File: src/sv/bms_pkg.sv
package bms_pkg;

    // fixed sizes of the search
    localparam int VEC_BITS          = 32;
    localparam int LEVEL_SLOTS       = 8;
    localparam int PATTERN_SLOTS     = 31;
    localparam int MAX_PATTERN_BYTES = 31;

    localparam logic [VEC_BITS-1:0] VECTOR_INIT = ~32'd1;

    // configuration register indexes
    localparam logic [2:0] REG_PAT_0_7   = 3'd0;
    localparam logic [2:0] REG_PAT_8_15  = 3'd1;
    localparam logic [2:0] REG_PAT_16_23 = 3'd2;
    localparam logic [2:0] REG_PAT_24_30 = 3'd3;
    localparam logic [2:0] REG_PAT_LEN   = 3'd4;
    localparam logic [2:0] REG_ERRORS    = 3'd5;

    // search status codes
    localparam logic [1:0] ST_SEARCHING = 2'd0;
    localparam logic [1:0] ST_MATCH_NOW = 2'd1;
    localparam logic [1:0] ST_NO_MATCH  = 2'd2;
    localparam logic [1:0] ST_MATCHED   = 2'd3;

    typedef logic [PATTERN_SLOTS-1:0][7:0] t_pattern;

    typedef struct packed {
        logic [7:0] text_byte;
        logic       last_byte;
    } t_in_item;

    typedef struct packed {
        logic [1:0]  search_status;
        logic [15:0] match_start;
        logic        end_of_text;
    } t_out_item;

endpackage

File: src/sv/bitap_mismatch_search_top.sv
// a byte's result is registered at its transfer: into the output register, or into the skid stage while that is stalled
// throughput: one text byte per cycle while o_in_stall is low, all error levels update together in one pass
// a skid stage behind the output register keeps input flowing for one stalled result
// reset (synchronous, active low) clears pattern, length, error count and text state;
// the level vectors come back all ones except bit zero
module bitap_mismatch_search_top
    import bms_pkg::*;
#(
    parameter int MAX_ERROR_LEVELS = 7,
    parameter int POSITION_BITS    = 16
) (
    input  logic        i_clk,
    input  logic        i_rst_n,
    input  logic        i_cfg_we,
    input  logic [2:0]  i_cfg_index,
    input  logic [63:0] i_cfg_data,
    input  logic        i_in_valid,
    output logic        o_in_stall,
    input  t_in_item    i_in_item,
    output logic        o_out_valid,
    input  logic        i_out_stall,
    output t_out_item   o_out_item
);

    logic [63:0] r_pat0, r_pat1, r_pat2;
    logic [55:0] r_pat3;
    logic [4:0]  r_len;
    logic [2:0]  r_errors;

    t_pattern    pattern;
    t_out_item   result;
    t_out_item   r_out, r_skid;
    logic        r_out_valid, r_skid_valid;
    logic        accept, out_taken;

    // configuration registers
    always_ff @(posedge i_clk) begin
        if (!i_rst_n) begin
            r_pat0   <= '0;
            r_pat1   <= '0;
            r_pat2   <= '0;
            r_pat3   <= '0;
            r_len    <= '0;
            r_errors <= '0;
        end else if (i_cfg_we) begin
            unique case (i_cfg_index)
                REG_PAT_0_7:   r_pat0   <= i_cfg_data;
                REG_PAT_8_15:  r_pat1   <= i_cfg_data;
                REG_PAT_16_23: r_pat2   <= i_cfg_data;
                REG_PAT_24_30: r_pat3   <= i_cfg_data[55:0];
                REG_PAT_LEN:   r_len    <= i_cfg_data[4:0];
                REG_ERRORS:    r_errors <= i_cfg_data[2:0];
                default: ;
            endcase
        end
    end

    assign pattern = {r_pat3, r_pat2, r_pat1, r_pat0};

    assign o_in_stall = r_skid_valid;
    assign accept     = i_in_valid && !r_skid_valid;
    assign out_taken  = r_out_valid && !i_out_stall;

    bms_core #(
        .MAX_ERROR_LEVELS (MAX_ERROR_LEVELS),
        .POSITION_BITS    (POSITION_BITS)
    ) u_core (
        .i_clk     (i_clk),
        .i_rst_n   (i_rst_n),
        .i_accept  (accept),
        .i_item    (i_in_item),
        .i_pattern (pattern),
        .i_length  (r_len),
        .i_errors  (r_errors),
        .o_result  (result)
    );

    // output register with skid stage
    always_ff @(posedge i_clk) begin
        if (!i_rst_n) begin
            r_out_valid  <= 1'b0;
            r_skid_valid <= 1'b0;
        end else begin
            if (r_skid_valid) begin
                if (out_taken) begin
                    r_out_valid  <= 1'b1;
                    r_skid_valid <= 1'b0;
                end
            end else if (accept) begin
                if (!r_out_valid || out_taken) begin
                    r_out_valid <= 1'b1;
                end else begin
                    r_skid_valid <= 1'b1;
                end
            end else if (out_taken) begin
                r_out_valid <= 1'b0;
            end
        end
    end

    always_ff @(posedge i_clk) begin
        if (r_skid_valid) begin
            if (out_taken) begin
                r_out <= r_skid;
            end
        end else if (accept) begin
            if (!r_out_valid || out_taken) begin
                r_out <= result;
            end else begin
                r_skid <= result;
            end
        end
    end

    assign o_out_valid = r_out_valid;
    assign o_out_item  = r_out;

endmodule

File: src/sv/bms_mask.sv
module bms_mask
    import bms_pkg::*;
(
    input  t_pattern              i_pattern,
    input  logic [4:0]            i_length,
    input  logic [7:0]            i_byte,
    output logic [VEC_BITS-1:0]   o_mask
);

    // bit i clear where pattern byte i is in use and equals the text byte
    always_comb begin
        o_mask = '1;
        for (int i = 0; i < PATTERN_SLOTS; i++) begin
            if ((5'(i) < i_length) && (i_pattern[i] == i_byte)) begin
                o_mask[i] = 1'b0;
            end
        end
    end

endmodule

File: src/sv/bms_core.sv
module bms_core
    import bms_pkg::*;
#(
    parameter int MAX_ERROR_LEVELS = 7,
    parameter int POSITION_BITS    = 16
) (
    input  logic       i_clk,
    input  logic       i_rst_n,
    input  logic       i_accept,
    input  t_in_item   i_item,
    input  t_pattern   i_pattern,
    input  logic [4:0] i_length,
    input  logic [2:0] i_errors,
    output t_out_item  o_result
);

    localparam int LEVELS = (MAX_ERROR_LEVELS < LEVEL_SLOTS - 1) ?
                            MAX_ERROR_LEVELS + 1 : LEVEL_SLOTS;
    localparam int KMAX   = LEVELS - 1;
    localparam int PW     = POSITION_BITS;
    localparam int SW     = (PW + 1 > 16) ? PW + 1 : 16;

    logic [LEVELS-1:0][VEC_BITS-1:0] r_lv, n_lv, upd_lv;
    logic [PW-1:0]                   r_pos, n_pos;
    logic                            r_seen, n_seen;

    logic [VEC_BITS-1:0] mask;
    logic [2:0]          k_eff;
    logic                hit;
    logic [PW:0]         pos_inc;
    logic [SW-1:0]       start_w;

    bms_mask u_mask (
        .i_pattern (i_pattern),
        .i_length  (i_length),
        .i_byte    (i_item.text_byte),
        .o_mask    (mask)
    );

    // error count limited to the levels that exist
    assign k_eff = (32'(i_errors) > KMAX) ? 3'(KMAX) : i_errors;

    // shift-or update, only levels up to k move
    always_comb begin
        upd_lv    = r_lv;
        upd_lv[0] = (r_lv[0] | mask) << 1;
        for (int d = 1; d < LEVELS; d++) begin
            if (3'(d) <= k_eff) begin
                upd_lv[d] = (r_lv[d-1] & (r_lv[d] | mask)) << 1;
            end
        end
    end

    // match test on the level picked by k
    always_comb begin
        hit = 1'b0;
        for (int d = 0; d < LEVELS; d++) begin
            if (3'(d) == k_eff) begin
                hit = ~upd_lv[d][i_length];
            end
        end
        if (6'(i_length) > 6'(MAX_PATTERN_BYTES)) begin
            hit = 1'b0;
        end
    end

    // start index, clipped at zero and saturated to the field
    assign pos_inc = {1'b0, r_pos} + (PW+1)'(1);
    always_comb begin
        if (pos_inc >= (PW+1)'(i_length)) begin
            start_w = SW'(pos_inc - (PW+1)'(i_length));
        end else begin
            start_w = '0;
        end
    end

    // result and next state
    always_comb begin
        n_lv   = r_lv;
        n_pos  = r_pos;
        n_seen = r_seen;
        o_result.search_status = ST_SEARCHING;
        o_result.match_start   = '0;
        o_result.end_of_text   = i_item.last_byte;

        if (r_seen) begin
            o_result.search_status = ST_MATCHED;
        end else if (i_length == '0) begin
            o_result.search_status = ST_MATCH_NOW;
            n_seen = 1'b1;
        end else begin
            n_lv = upd_lv;
            if (hit) begin
                o_result.search_status = ST_MATCH_NOW;
                o_result.match_start   = (start_w > SW'(16'hFFFF)) ?
                                         16'hFFFF : start_w[15:0];
                n_seen = 1'b1;
            end
            if (r_pos != '1) begin
                n_pos = r_pos + 1'b1;
            end
        end

        if (i_item.last_byte && (o_result.search_status == ST_SEARCHING)) begin
            o_result.search_status = ST_NO_MATCH;
        end

        // last byte puts the text state back to its start
        if (i_item.last_byte) begin
            for (int d = 0; d < LEVELS; d++) begin
                n_lv[d] = VECTOR_INIT;
            end
            n_pos  = '0;
            n_seen = 1'b0;
        end
    end

    always_ff @(posedge i_clk) begin
        if (!i_rst_n) begin
            for (int d = 0; d < LEVELS; d++) begin
                r_lv[d] <= VECTOR_INIT;
            end
            r_pos  <= '0;
            r_seen <= 1'b0;
        end else if (i_accept) begin
            r_lv   <= n_lv;
            r_pos  <= n_pos;
            r_seen <= n_seen;
        end
    end

endmodule

File: config.mk
export PLATFORM = sky130hd
export DESIGN_NAME = bitap_mismatch_search_top
export DESIGN_NICKNAME = d
export VERILOG_FILES = /design/src/sv/bms_pkg.sv /design/src/sv/bitap_mismatch_search_top.sv /design/src/sv/bms_mask.sv /design/src/sv/bms_core.sv
export SDC_FILE = /design/constraint.sdc
export NUM_CORES = 2
export LEC_CHECK = 0
export ABC_AREA = 0
export BUFFER_PORTS_ARGS = -buffer_cell sky130_fd_sc_hd__buf_2
export CAP_MARGIN = 20
export CORE_ASPECT_RATIO = 1.2
export CORE_MARGIN = 5
export CORE_UTILIZATION = 63
export CTS_CLUSTER_DIAMETER = 200
export DETAILED_ROUTE_END_ITERATION = 8
export PLACE_DENSITY = 0.77
export REMOVE_ABC_BUFFERS = 1
export SYNTH_ARGS = -nofsm -noshare
export SYNTH_HDL_FRONTEND = slang
export SYNTH_SLANG_ARGS = --single-unit
File: constraint.sdc
create_clock -name i_clk -period 5.1 [get_ports i_clk]
set_clock_uncertainty 0.15 [all_clocks]
set_input_delay 0.51 -clock i_clk [delete_from_list [all_inputs] [get_ports i_clk]]
set_output_delay 0.51 -clock i_clk [all_outputs]
set_load 0.02 [all_outputs]
Word level (Yosys, flattened, before mapping)
Index checks and enable logic that the tools add are counted.

word-level totals
  bits in registers = 568
  bits in latches = 0
  memory bits (writable) = 0
  memory bits (read-only) = 0
  input bits = 81
  memories = 0

operators by class
  add/sub/neg operators = 3
  multiply operators = 0
  divide/modulo/power cells = 0
  order comparisons = 41
  eq/ne operators = 48
  shift-type cells = 0
  mux-type cells = 94
  bitwise logic cells = 25
  reductions and logical operators = 57

operator list
  operator               number
  $mux 256               3
  $eq 8x8->1             31
  $or 31x31->31          8
  $mux 32                7
  $and 31x31->31         7
  $mux 16                7
  $mux 19                4
  $lt 5x5->1 const A     15
  $mux 1                 60
  $bmux 1 s5             8
  $lt 4x5->1 const A     8
  $logic_and 1x1->1      34
  $mux 17                2
  $lt 3x5->1 const A     4
  $add 16x1->17 const B  1
  $ge 17x5->1            1
  $gt 17x16->1 const B   1
  $sub 17x5->17          1
  $add 16x1->16 const B  1
  $ne 16x16->1 const B   1
  $eq 3x3->1 const A     4
  $le 3x3->1 const A     4
  $reduce_and 2->1       6
  $reduce_and 3->1       4
  other kinds (22)       46

Longest topological paths before layout
  depth after elaboration = 25
  gate-level depth with buffers = 16
  gate-level depth less buffers = 13

Modules after synthesis
A second synthesis with hierarchy kept.

second synthesis, totals
  cell total of the unflattened synthesis = 3,415
  area, all modules = 30,088.9 um^2

by module, submodules not included
  module                     times used  cells each  area each (um^2)  sequential area each (um^2)
  bms_core                   1           2,029       15,932.8          5,405.2
  bitap_mismatch_search_top  1           974         10,817.9          6,306.0
  bms_mask                   1           412         3,338.2           0.0

Worst setup path before layout
OpenSTA, ideal clock, no wires.

  kind = flip-flop to flip-flop
  start point = register r_len[1]
  end point = register r_out (netlist bit o_out_item[14]), data pin
  arrival = 3.280 ns
  data required time = 4.691 ns
  slack = 1.411 ns
  cell stages (with the launch flop) = 17
  path through = dfxtp_1 > buf_2 > buf_2 > inv_2 > clkbuf_1 > ha_1 > nor2b_1 > o21ai_0 > a21boi_0 > o21ai_0 > nand4b_1 > a2111oi_0 > a21boi_1 > nor2b_1 > clkbuf_1 > nand3_1 > o21ai_1

between the ends
  cells in the longest elaborated chain, start to end = 22
  elaborated cells between the ends (all ways) = 159
  those cells by class = 1 x add/sub; 33 x order compare; 70 x mux; 23 x bitwise; 32 x reduce/logical

ends and longest elaborated chain
  item                                RTL line                          text
  from (decl)                         bitap_mismatch_search_top.sv:27   logic [4:0] r_len;
  from (signal assigned)              bitap_mismatch_search_top.sv:51   REG_PAT_LEN: r_len <= i_cfg_data[4:0];
  $lt 1x5->1 (tied with other cells)  bms_mask.sv:14                    if ((5'(i) < i_length) && (i_pattern[i] == i_byte)) begin
  $logic_and 1x1->1                   bms_mask.sv:14
  $mux 1                              bms_mask.sv:14
  $or 31x31->31                       bms_core.sv:49                    upd_lv[d] = (r_lv[d-1] & (r_lv[d] | mask)) << 1;
  $and 31x31->31                      bms_core.sv:49
  $mux 32                             bms_core.sv:48                    if (3'(d) <= k_eff) begin
  $bmux 1 s5                          bms_core.sv:59                    hit = ~upd_lv[d][i_length];
  $mux 1 (not written as such)        bms_core.sv:59
  $not 1->1                           bms_core.sv:59
  $mux 1 (7 in series)                bms_core.sv:58                    if (3'(d) == k_eff) begin
  $mux 17                             bms_core.sv:93                    if (hit) begin
  $mux 16 *                           bms_core.sv:88                    end else if (i_length == '0) begin
  $mux 16 *                           bms_core.sv:86                    if (r_seen) begin
  $mux 19 *                           bitap_mismatch_search_top.sv:107  if (!r_out_valid || out_taken) begin
  $mux 19 *                           bitap_mismatch_search_top.sv:106  end else if (accept) begin
  $mux 19 *                           bitap_mismatch_search_top.sv:102  if (r_skid_valid) begin
  to (signal assigned)                bitap_mismatch_search_top.sv:104  r_out <= r_skid;
  to (signal assigned)                bitap_mismatch_search_top.sv:108  r_out <= result;
  to (decl)                           bitap_mismatch_search_top.sv:32   t_out_item r_out, r_skid;

Mark *: on every way between the ends. The rest lies on a longest branch, timed or not. The select of a mux whose other input is x is not followed.
A chain may end at the register's enable or synchronous reset.

Worst setup path after layout
  start point = register r_len[1]
  end point = register r_out (netlist bit o_out_item[3]), data pin

The elaborated chain is that of the path after synthesis.

==> metrics <==
result of the run complete, no violations; height of the chip 251 µm; Placed Instances 4462; pin count of the biggest net entering global routing 134; part of the cycle the worst path needs 99.5%; series of cell instances along the critical path buf_4, nor2_1, buf_4, nor3_1, nand3_1, buf_4, o211ai_1, nand4_1, nor3_1, a31oi_1, o41ai_1, buf_4, a311oi_4, buf_4, o21ai_1; total grt overflow 0; worst min path class input pin to flip-flop; worst-case setup margin in the final layout 0.0249 ns; Synth top area share 34.6%; cell types with the largest area share after synthesis sky130_fd_sc_hd__dfxtp_1 (35%), sky130_fd_sc_hd__nand2_1 (10%), sky130_fd_sc_hd__a21boi_0 (6.1%); Netlist Area Pre-Place 30600 µm²; Achievable Freq 0.197 GHz; number of register bits inferred by synthesis 567; commonest cells after routing, fill and taps aside sky130_fd_sc_hd__nand2_1 (825), sky130_fd_sc_hd__dfxtp_1 (526), sky130_fd_sc_hd__a21boi_0 (249); routed vias/inst 7.31; DRC violations left 0; number of enable flip-flop cells after synthesis 38; Max Cap Viol 0; arrival time reported for the critical path endpoint 5.28 ns; Detailed Routing Iterations Pass 1 8; endpoints failing setup 0; number of antenna violations at the first check in global routing 2; DR vias 33.6k; post-cts sizing count 0; area added between synthesis and finish 13.3%; total routing resource utilization after global routing 47.6%; wl on met1 44200 µm; mean cell area of the mapped netlist 7.99 µm²; die outline width 211 µm; count of non-filler cells in the finished layout 4591; clock tree from TritonCTS yes; Num Clock Sinks 567; static leakage power 13.1 nW; pwr dens 305 nW/µm²; slowest cell delay on critical path 0.87 ns; largest area contributor in the netlist sky130_fd_sc_hd__dfxtp_1; maximum clock insertion buffer count 3; kind of start point of the critical path flip-flop; post-placement worst setup slack 0.0363 ns; proportion of layout cells with a drive suffix above 1 12.6%; total die area 53100 µm²; fillers 3391; launch point of the critical path r_len[1]; Worst Hold Launch i_cfg_data[12]; Total Wirelength 133000 µm; HPWL reported at the end of detailed placement 87600 µm; initial standard-cell utilization of the core 63.6%; Critical Path Sink Type flip-flop; Max Slew Vio Count 0; Floorplan Core Area 48100 µm²; worst flop-to-flop path startpoint r_len[1]; most prevalent standard cell on the critical path sky130_fd_sc_hd__buf_4; Max rail drop VDD 340 µV; highest metal layer used by the detailed router met5; Tmin final 5.08 ns; RSZ-0062 raised after global routing no; prevailing post-synth register cell sky130_fd_sc_hd__dfxtp_1; clock buffer count from CTS 57; clock latency of the later-clocked register in the worst-skew pair 0.66 ns; commonest non-fill, non-tap cell in the layout sky130_fd_sc_hd__nand2_1; post-route antenna net violation count 0; slowest cell on the critical path sky130_fd_sc_hd__nor2_1; final net count 4000; Synthesis Warnings 0; CP required 5.31 ns; final hold viol count 0; post-synthesis sequential area ratio 38.3%; setup bufs post-CTS 0; critical path class flip-flop to flip-flop; number of distinct library cells after synthesis 96; number of standard-cell rows in the floorplan 88; final worst hold slack 0.00894 ns; maximum fanout along the worst path 33; clock root buffer sky130_fd_sc_hd__clkbuf_16; Slew @ Worst Pin 1.28 ns; normalized max-slew margin 14.2%; 1st-iter DRT viols 5595; via count of the first global-routing pass 32.4k; Post-synth ARST share 0%; gp weighted congestion 1.11; Routed met2 length 57200 µm; top-level port count 102; number of cells produced by synthesis 3831; routed length on met3 17500 µm; port bufs 101; mean routed wirelength per cell 28.9 µm; wire length of the first global-routing pass 197000 µm; number of levels the H-tree was split into 2; clock-pin transition on the worst setup and hold timing paths 0.07 ns
==> power by group <==
| group | leakage (nW) | switching [mW] | total, mW | internal [mW] |
|---|---|---|---|---|
| Sequential | 4.63 | 0.0954 | 4.66 | 4.57 |
| Clock | 1.04 | 1.96 | 4.85 | 2.89 |
| Combinational | 7.46 | 0.701 | 1.06 | 0.358 |
| Total | 13.1 | 2.75 | 10.6 | 7.82 |
==> cells in the mapped netlist, types with 7 or more instances <==
cell / n
sky130_fd_sc_hd__nand2_1: 827
sky130_fd_sc_hd__dfxtp_1: 529
sky130_fd_sc_hd__a21boi_0: 249
sky130_fd_sc_hd__o211ai_1: 246
sky130_fd_sc_hd__o21ai_0: 243
sky130_fd_sc_hd__clkbuf_1: 218
sky130_fd_sc_hd__xor2_1: 185
sky130_fd_sc_hd__nand3_1: 157
sky130_fd_sc_hd__nor2_1: 149
sky130_fd_sc_hd__a21oi_1: 140
sky130_fd_sc_hd__xnor2_1: 90
sky130_fd_sc_hd__nor3_1: 66
sky130_fd_sc_hd__buf_2: 61
sky130_fd_sc_hd__nand4_1: 61
sky130_fd_sc_hd__and3_1: 41
sky130_fd_sc_hd__nor4_1: 40
sky130_fd_sc_hd__edfxtp_1: 38
sky130_fd_sc_hd__o21ai_1: 29
sky130_fd_sc_hd__a22oi_1: 26
sky130_fd_sc_hd__a31oi_1: 26
sky130_fd_sc_hd__mux2i_1: 23
sky130_fd_sc_hd__nor2b_1: 23
sky130_fd_sc_hd__o2111ai_1: 23
sky130_fd_sc_hd__mux2_2: 18
sky130_fd_sc_hd__inv_1: 17
sky130_fd_sc_hd__a221oi_1: 16
sky130_fd_sc_hd__or3_1: 16
sky130_fd_sc_hd__o31ai_1: 15
sky130_fd_sc_hd__a211oi_1: 14
sky130_fd_sc_hd__buf_6: 14
sky130_fd_sc_hd__o22ai_1: 14
sky130_fd_sc_hd__and2_1: 12
sky130_fd_sc_hd__buf_1: 12
sky130_fd_sc_hd__buf_4: 11
sky130_fd_sc_hd__a22o_1: 9
sky130_fd_sc_hd__a32oi_1: 9
sky130_fd_sc_hd__mux4_2: 9
sky130_fd_sc_hd__or4_1: 9
sky130_fd_sc_hd__a311oi_1: 8
sky130_fd_sc_hd__nand2b_1: 8
sky130_fd_sc_hd__o41ai_1: 7
==> routing by layer <==
metal | global-route usage [%] | vias up
li1 | - | 13900
met1 | 56.2 | 15500
met2 | 72.9 | 3154
met3 | 13.0 | 1015
met4 | 37.2 | 2
met5 | 0 | -
==> metrics by stage <==
step,util (%),power (mW),TNS (ns),cell area [µm²]
finish,72.1,10.6,0,34700
global route,72.1,10.8,0,34700
CTS,72.0,10.5,0,34600
detailed placement,67.1,5.73,0,32300
global placement,67.1,5.69,0,32300
floorplan,-,5.27,-127.93,29200
==> path summary, 6_finish.rpt <==
| path | slack, ns | cells after the start | endpoint |
|---|---|---|---|
| worst max-delay path | 0.02 | 15 | o_out_item[3] |
| worst min-delay path | 0.009 | 3 | r_pat1[12] |
| worst max register to register | 0.02 | 15 | o_out_item[3] |
| worst min register to register | 0.32 | 2 | u_core.r_lv[127] |
==> registers in the layout (all words and copies together), names as in the netlist <==
| signal | flops |
|---|---|
| u_core.r_lv | 254 |
| r_pat0 | 64 |
| r_pat1 | 64 |
| r_pat2 | 64 |
| r_pat3 | 56 |
| o_out_item | 19 |
| r_skid | 19 |
| u_core.r_pos | 16 |
| r_len | 5 |
| r_errors | 3 |
| o_in_stall | 1 |
| o_out_valid | 1 |
| u_core.r_seen | 1 |
==> cell families (layout without fill, tap and decap cells) <==
| kind of cell | after synthesis | in the layout | synth area share (%) |
|---|---|---|---|
| xor gates and xnor gates | 275 | 275 | 7.87 |
| and+or+nand+nor | 1449 | 1449 | 21.1 |
| adders and majority gates | 7 | 7 | 0.311 |
| other | 0 | 1 | 0 |
| buffers and inverters | 336 | 465 | 4.85 |
| AOI/OAI and AO/OA | 1146 | 1146 | 25.5 |
| DFF | 567 | 567 | 38.3 |
| muxes | 51 | 51 | 2.11 |
==> cell type report <==
class	instances	area [µm²]	share of cell area, %
Tap cell	630	788	2.27
Inverter	19	71.3	0.206
Clock inverter	27	482	1.39
Antenna cell	1	2.50	0.00722
Clock buffer	80	1660	4.80
Sequential cell	567	11700	33.9
Timing Repair Buffer	339	2450	7.06
Multi-Input combinational cell	2928	17500	50.4
==> worst max-delay path: cells and delay by family (launching register included) <==
kind / cells / cell delay [ns]
AO/OA/AOI/OAI: 5 / 1.21
AND/OR/NAND/NOR: 5 / 1.25
flip-flops: 1 / 0.51
buffers and inverters: 5 / 1.62
==> repair_timing <==
action,4_1_cts,5_1_grt
hold endpoints to repair,28,0
hold buffers,19,0
setup endpoints to repair,0,0
Note: power is estimated with default switching activity, not from simulation.
